### src/rtl/core/khc_pkg.sv
`timescale 1ns / 1ps
// ----------------------------------------------------------------------------
// khc_pkg
// Shared sizes, command codes and controller/datapath interface types for the
// keyed handle cache.
// ----------------------------------------------------------------------------
package khc_pkg;

  localparam int ENTRIES     = 8;
  localparam int KEY_BITS    = 32;
  localparam int HANDLE_BITS = 16;
  localparam int AGE_BITS    = 32;
  localparam int CMD_BITS    = 2;
  localparam int FREED_BITS  = 4;
  localparam int IDX_W       = (ENTRIES > 1) ? $clog2(ENTRIES) : 1;

  localparam int IN_BITS  = CMD_BITS + KEY_BITS + HANDLE_BITS;
  localparam int OUT_BITS = 1 + HANDLE_BITS + 1 + HANDLE_BITS + FREED_BITS;
  localparam int IN_W     = ((IN_BITS + 7) / 8) * 8;
  localparam int OUT_W    = ((OUT_BITS + 7) / 8) * 8;

  localparam logic [FREED_BITS-1:0] FREED_MAX = '1;

  typedef enum logic [CMD_BITS-1:0] {
    CMD_TAKE    = 2'd0,
    CMD_PUT     = 2'd1,
    CMD_INV_KEY = 2'd2,
    CMD_INV_ALL = 2'd3
  } cmd_t;

  // Controller to datapath
  typedef struct packed {
    logic load_item;  // capture a new item, restart the scan
    logic step;       // examine the entry at the scan index
    logic store;      // write the put entry
    logic load_out;   // copy the result into the output register
  } dp_ctrl_t;

  // Datapath to controller
  typedef struct packed {
    logic stop;    // scan may end at the current entry
    logic last;    // scan index is on the final entry
    logic is_put;  // current item is a put
  } dp_stat_t;

endpackage

### src/rtl/core/keyed_handle_cache_oldest_evict.sv
`timescale 1ns / 1ps
// ----------------------------------------------------------------------------
// keyed_handle_cache_oldest_evict
// Fully associative keyed handle pool with oldest-entry replacement.
// ----------------------------------------------------------------------------
// Usage:
//   Commands arrive on the s_ channel, one transfer per command; each gives
//   exactly one result transfer on the m_ channel.
//   Take returns and frees the lowest matching entry, put fills the lowest
//   free entry or replaces the oldest one, invalidate-key and invalidate-all
//   free entries and report the count.
//   The entries are walked one per cycle; a put then takes a store step
//   before its result, and a take hit or a put finding a free entry ends the
//   walk early. One command is in flight at a time, so the command rate is
//   set by this walk over the entry registers.
//   The result sits in an output register: s_tready rises again as soon as the
//   result is loaded, even while m_tready is low. A stalled receiver holds the
//   block in its final state until the output register is free.
//   Reset empties every entry and clears the age counter.
// ----------------------------------------------------------------------------
module keyed_handle_cache_oldest_evict
  import khc_pkg::*;
(
  input  logic             clk,
  input  logic             rst,
  input  logic             s_tvalid,
  output logic             s_tready,
  input  logic [IN_W-1:0]  s_tdata,   // command[1:0], key[33:2], handle[49:34]
  output logic             m_tvalid,
  input  logic             m_tready,
  output logic [OUT_W-1:0] m_tdata    // hit[0], handle_out[16:1], evicted[17],
                                      // evicted_handle[33:18], freed_count[37:34]
);

  dp_ctrl_t ctrl;
  dp_stat_t stat;

  // Sequencer: handshakes and scan control
  khc_ctrl u_ctrl (
    .clk      (clk),
    .rst      (rst),
    .s_tvalid (s_tvalid),
    .s_tready (s_tready),
    .m_tvalid (m_tvalid),
    .m_tready (m_tready),
    .stat     (stat),
    .ctrl     (ctrl)
  );

  // Entries, scan state and result/output registers
  khc_dp u_dp (
    .clk     (clk),
    .rst     (rst),
    .ctrl    (ctrl),
    .stat    (stat),
    .s_tdata (s_tdata),
    .m_tdata (m_tdata)
  );

endmodule

### src/rtl/core/khc_ctrl.sv
`timescale 1ns / 1ps
// ----------------------------------------------------------------------------
// khc_ctrl
// Sequencer: accepts one item, walks the entries, stores a put and hands the
// result to the output register.
// ----------------------------------------------------------------------------
module khc_ctrl
  import khc_pkg::*;
(
  input  logic     clk,
  input  logic     rst,
  input  logic     s_tvalid,
  output logic     s_tready,
  output logic     m_tvalid,
  input  logic     m_tready,
  input  dp_stat_t stat,
  output dp_ctrl_t ctrl
);

  typedef enum logic [1:0] {
    ST_IDLE,
    ST_SCAN,
    ST_STORE,
    ST_FINISH
  } state_t;

  state_t state;
  logic   out_free;

  assign s_tready = (state == ST_IDLE);
  assign out_free = !m_tvalid || m_tready;

  always_comb begin
    ctrl           = '0;
    ctrl.load_item = (state == ST_IDLE) && s_tvalid;
    ctrl.step      = (state == ST_SCAN);
    ctrl.store     = (state == ST_STORE);
    ctrl.load_out  = (state == ST_FINISH) && out_free;
  end

  always_ff @(posedge clk) begin
    if (rst) begin
      state    <= ST_IDLE;
      m_tvalid <= 1'b0;
    end else begin
      // drop valid once taken, unless a new result replaces it this cycle
      if (m_tready && !ctrl.load_out) begin
        m_tvalid <= 1'b0;
      end
      case (state)
        ST_IDLE: begin
          if (s_tvalid) begin
            state <= ST_SCAN;
          end
        end
        ST_SCAN: begin
          if (stat.stop || stat.last) begin
            state <= stat.is_put ? ST_STORE : ST_FINISH;
          end
        end
        ST_STORE: begin
          state <= ST_FINISH;
        end
        ST_FINISH: begin
          if (out_free) begin
            m_tvalid <= 1'b1;
            state    <= ST_IDLE;
          end
        end
        default: begin
          state <= ST_IDLE;
        end
      endcase
    end
  end

endmodule

### src/rtl/core/khc_dp.sv
`timescale 1ns / 1ps
// ----------------------------------------------------------------------------
// khc_dp
// Entry storage, scan index, result registers and output register.
// ----------------------------------------------------------------------------
module khc_dp
  import khc_pkg::*;
(
  input  logic             clk,
  input  logic             rst,
  input  dp_ctrl_t         ctrl,
  output dp_stat_t         stat,
  input  logic [IN_W-1:0]  s_tdata,
  output logic [OUT_W-1:0] m_tdata
);

  logic                   valid_q  [ENTRIES];
  logic [KEY_BITS-1:0]    key_q    [ENTRIES];
  logic [HANDLE_BITS-1:0] handle_q [ENTRIES];
  logic [AGE_BITS-1:0]    age_q    [ENTRIES];
  logic [AGE_BITS-1:0]    age_counter;

  cmd_t                   cmd;
  logic [KEY_BITS-1:0]    key;
  logic [HANDLE_BITS-1:0] hnd;
  logic [IDX_W-1:0]       idx;
  logic [IDX_W-1:0]       slot;
  logic                   free_found;
  logic [AGE_BITS-1:0]    min_age;
  logic [HANDLE_BITS-1:0] oldest_handle;

  logic                   hit;
  logic [HANDLE_BITS-1:0] hout;
  logic                   ev;
  logic [HANDLE_BITS-1:0] evh;
  logic [FREED_BITS-1:0]  freed;

  logic cur_valid, cur_match, take_hit, put_free, put_older, inv_hit, last;

  assign cur_valid = valid_q[idx];
  assign cur_match = cur_valid && (key_q[idx] == key);
  assign take_hit  = (cmd == CMD_TAKE) && cur_match;
  assign put_free  = (cmd == CMD_PUT) && !cur_valid;
  assign put_older = (cmd == CMD_PUT) && cur_valid
                     && ((idx == '0) || (min_age > age_q[idx]));
  assign inv_hit   = ((cmd == CMD_INV_ALL) && cur_valid)
                     || ((cmd == CMD_INV_KEY) && cur_match);
  assign last      = (idx == IDX_W'(ENTRIES - 1));

  assign stat.stop   = take_hit || put_free;
  assign stat.last   = last;
  assign stat.is_put = (cmd == CMD_PUT);

  // Valid bits and age counter
  always_ff @(posedge clk) begin
    if (rst) begin
      for (int i = 0; i < ENTRIES; i++) begin
        valid_q[i] <= 1'b0;
      end
      age_counter <= '0;
    end else begin
      if (ctrl.step && (take_hit || inv_hit)) begin
        valid_q[idx] <= 1'b0;
      end
      if (ctrl.store) begin
        valid_q[slot] <= 1'b1;
        age_counter   <= age_counter + 1'b1;
      end
    end
  end

  // Entry payload; only read where the valid bit is set
  always_ff @(posedge clk) begin
    if (ctrl.store) begin
      key_q[slot]    <= key;
      handle_q[slot] <= hnd;
      age_q[slot]    <= age_counter + 1'b1;
    end
  end

  // Item capture, scan and result registers
  always_ff @(posedge clk) begin
    if (ctrl.load_item) begin
      cmd        <= cmd_t'(s_tdata[CMD_BITS-1:0]);
      key        <= s_tdata[CMD_BITS +: KEY_BITS];
      hnd        <= s_tdata[CMD_BITS+KEY_BITS +: HANDLE_BITS];
      idx        <= '0;
      slot       <= '0;
      free_found <= 1'b0;
      hit        <= 1'b0;
      hout       <= '0;
      ev         <= 1'b0;
      evh        <= '0;
      freed      <= '0;
    end
    if (ctrl.step) begin
      if (!last) begin
        idx <= idx + 1'b1;
      end
      if (take_hit) begin
        hit  <= 1'b1;
        hout <= handle_q[idx];
      end
      if (put_free) begin
        slot       <= idx;
        free_found <= 1'b1;
      end else if (put_older) begin
        slot          <= idx;
        min_age       <= age_q[idx];
        oldest_handle <= handle_q[idx];
      end
      if (inv_hit && (freed != FREED_MAX)) begin
        freed <= freed + 1'b1;
      end
    end
    if (ctrl.store && !free_found) begin
      ev  <= 1'b1;
      evh <= oldest_handle;
    end
  end

  // Output register
  always_ff @(posedge clk) begin
    if (ctrl.load_out) begin
      m_tdata <= OUT_W'({freed, evh, ev, hout, hit});
    end
  end

endmodule
### config.mk
export PLATFORM = sky130hd
export DESIGN_NAME = keyed_handle_cache_oldest_evict
export DESIGN_NICKNAME = d
export VERILOG_FILES = /design/src/rtl/core/khc_pkg.sv /design/src/rtl/core/keyed_handle_cache_oldest_evict.sv /design/src/rtl/core/khc_ctrl.sv /design/src/rtl/core/khc_dp.sv
export SDC_FILE = /design/constraint.sdc
export NUM_CORES = 1
export LEC_CHECK = 0
export ABC_AREA = 1
export BUFFER_PORTS_ARGS = -buffer_cell sky130_fd_sc_hd__buf_2
export CAP_MARGIN = 20
export CELL_PAD_IN_SITES_DETAIL_PLACEMENT = 0
export CELL_PAD_IN_SITES_GLOBAL_PLACEMENT = 1
export CORE_AREA = 3 3 266 268
export DETAILED_ROUTE_END_ITERATION = 10
export DIE_AREA = 0 0 269 271
export PLACE_DENSITY = 0.75
export SLEW_MARGIN = 40
export SYNTH_ARGS = -nofsm -noshare
export SYNTH_HDL_FRONTEND = slang
export SYNTH_SLANG_ARGS = --single-unit
### constraint.sdc
create_clock -name clk -period 6.7 [get_ports clk]
set_clock_uncertainty 0.05 [all_clocks]
set_input_delay 0.67 -clock clk [delete_from_list [all_inputs] [get_ports clk]]
set_output_delay 0.67 -clock clk [all_outputs]
set_load 0.05 [all_outputs]
==> flow_summary.yaml <==
die:
  core_um2: 68600
  start_util_pct: 50.9
  rows: 96
  dieArea_um2: 72900
  die_h_um: 271
  die_w_um: 269
  pin_count: 102
global_route:
  grt_pass1_vias: 21197
  grt-ovfl-total: 0
  grt_pass1_wl_um: 118000
  antenna_found_initial: 0
  grt_use_total_pct: 20.9
  grt_max_degree: 178
placement:
  placed_cell_area_um2: 36400
  routabilityCongestion: 0.753
  dp_hpwl_um: 39400
  port_buffers: 93
  dp_slack_ns: 1.82
sta:
  fin_crit_ns: 4.97
  finalHoldViolations: 0
  tns_ns: 0
  setup_ws_ns: 1.73
  setup_viol: 0
  period_share_pct: 74.2
  worstMarginPinSlew_ns: 0.852
  max_freq_mhz: 201
  drv_slew: 0
  rsz0062_at_grt: "false"
  maxSlewHeadroom_pct: 43.2
worst_hold_path:
  hold_start: "s_tdata[45]"
  min_path_cells: 1
  hold_end: "u_dp.hnd[11]"
  hold_path.class: "input pin to register"
final_layout:
  final_cell_area_um2: 39200
  mostFrequentLayoutCells: "edfxtp_1 (800), nand2_1 (551), nor2_1 (388)"
  antenna_cells: 0
  area_growth_syn_to_layout_pct: 12.4
  final_common_cell: "edfxtp_1"
  utilization_pct: 57.2
  layout-drive-gt1-share_pct: 8.85
  nNetsFinal: 3156
clock_tree:
  cts_setup_buffers: 0
  clock_path_buffers: 3
  cts_root_buf: "clkbuf_16"
  cts_resized: 0
  cts_hold_buf: 0
  clk_pin_slew_ns: 0.07
  clock_sinks: 864
  h-tree-depth: 3
  clock_latency_ns: 0.63
  numCtsBuffers: 88
  cts_tree: "built"
worst_setup_path:
  critPathRequiredTime_ns: 6.90
  slowest_delay_ns: 0.74
  worstReg2RegStart: "u_dp.idx[1]"
  path_max_fanout: 53
  path_buf_inv: 5
  cp_data_arrival_time_ns: 5.17
  path_cells: "buf_4, o21ai_0, o22ai_1, inv_1, o21ai_0, inv_1, ha_1, nand2_1, nor2_1, nand4_1, nor4_1, buf_4, nand2_1, nand2_1, nand2_1, nand2_1, nand2_1, nor2_4, buf_4"
  ff2ff_path_depth: 19
  ff2ff_setup_slack_ns: 1.73
  start_kind: "register"
  cp_slowest_cell: "dfxtp_4"
  r2r-end: "u_dp.min_age[6]"
  endpoint_kind: "register"
  critPathKind: "register to register"
  crit_family: "buffers and inverters"
  path_common_cell: "nand2_1"
power:
  powerDensity_nw_per_um2: 396
  p_leak_nw: 14.7
  finalPower_mw: 15.5
  peakVddDrop_mv: 0.270
route:
  drt_iter0_markers: 1691
  via_per_inst: 5.34
  route.detailed.drc: 0
  routed_wl_um: 75800
  ant_nets: 0
  first_pass_iters: 5
  routedWlPerCell_um: 18.7
  vias: 21695
logic_synthesis:
  syn_area_per_cell_um2: 11.7
  syn_area_um2: 34900
  ys_async_sr_fraction_pct: 0
  synth_flop_cell: "edfxtp_1"
  synthCells: 2981
  synth-edff-count: 800
  seq_area_frac_synth_pct: 72.5
  ys.warnings.count: 0
  synth-seq-cells: 864
  synth_cell_type_count: 34
flow_run:
  maxCapViolCount: 0
status:
  status: "complete, no violations"
[through the flow]
stage	hold WS [ns]	instances
2_1_floorplan	0.350	2982
3_3_place_gp	0.354	3892
5_1_grt	0.135	4060
6_report	0.160	4060
3_5_place_dp	0.356	3896
4_1_cts	0.111	4060
[cell usage after synthesis, types with 6 or more instances]
cell type	number	area (um^2)
a21oi_1	51	255
a31oi_1	17	106
buf_1	18	67.6
buf_2	40	200
buf_4	8	60.1
clkbuf_1	81	304
dfxtp_1	64	1280
edfxtp_1	800	24000
ha_1	41	513
inv_1	258	968
nand2_1	551	2070
nand3_1	171	856
nand3b_1	16	120
nand4_1	9	56.3
nor2_1	397	1490
nor3_1	12	60.1
o21ai_0	311	1560
o21ai_1	6	30.0
o22ai_1	84	526
xor2_1	25	219
[how the worst max path moves through the flow]
stage                      startpoint                to  slack, ns  cells past startpoint
final                     u_dp.idx[1]   u_dp.min_age[6]       1.73                     19
after global routing      u_dp.idx[0]  u_dp.min_age[12]       1.41                     19
after CTS                 u_dp.idx[1]  u_dp.min_age[12]       1.74                     19
after detailed placement  u_dp.idx[0]  u_dp.min_age[25]       1.82                     19
after global placement    u_dp.idx[0]   u_dp.min_age[1]       1.86                     19
after floorplan           u_dp.idx[0]   u_dp.min_age[0]       1.26                     22
[cells by family after synthesis]
family,share of synthesized area (%)
simple gates,13.6
flops,72.5
compound gates,7.16
buf+inv,4.64
fa+ha+maj,1.47
xor+xnor,0.653
other cells,0.0107
[where the power goes]
group          internal, mW  switching (mW)  total (mW)
Clock                  2.75            1.98        4.73
Sequential             6.73           0.339        7.07
Combinational          1.06            2.68        3.74
[state kept, by name, indices dropped and copies added (netlist names)]
| register | flops |
|---|---|
| u_ctrl.m_tvalid | 1 |
| u_dp.m_tdata | 38 |
| u_dp.handle_q | 128 |
| u_dp.key_q | 256 |
| u_dp.freed | 4 |
| u_dp.free_found | 1 |
| u_dp.idx | 3 |
| u_ctrl.state | 2 |
| u_dp.valid_q | 8 |
| u_dp.ev | 1 |
| u_dp.key | 32 |
| u_dp.cmd | 2 |
| u_dp.slot | 3 |
| u_dp.age_q | 256 |
| u_dp.hnd | 16 |
| u_dp.hout | 16 |
| u_dp.oldest_handle | 16 |
| u_dp.age_counter | 32 |
| u_dp.min_age | 32 |
| u_dp.evh | 16 |
| u_dp.hit | 1 |
[metal layers]
metal	wire length (um)	share of wire, %	vias up	global-route usage, %
met5	0	0	-	0
met4	1240	1.6	0	5.40
met3	3720	4.9	100	2.93
met2	36300	48	491	34.5
met1	34600	46	10656	29.5
li1	-	-	10448	-
[layout make-up]
type	instances	area, um^2
Inverter	263	1000
Clock buffer	123	2410
Fill cell	5565	29400
Sequential cell	864	25300
Timing Repair Buffer	130	861
Multi-Input combinational cell	1708	8060
Tap cell	931	1160
Clock inverter	41	403
No activity file was read; power rests on OpenSTA's default activity.
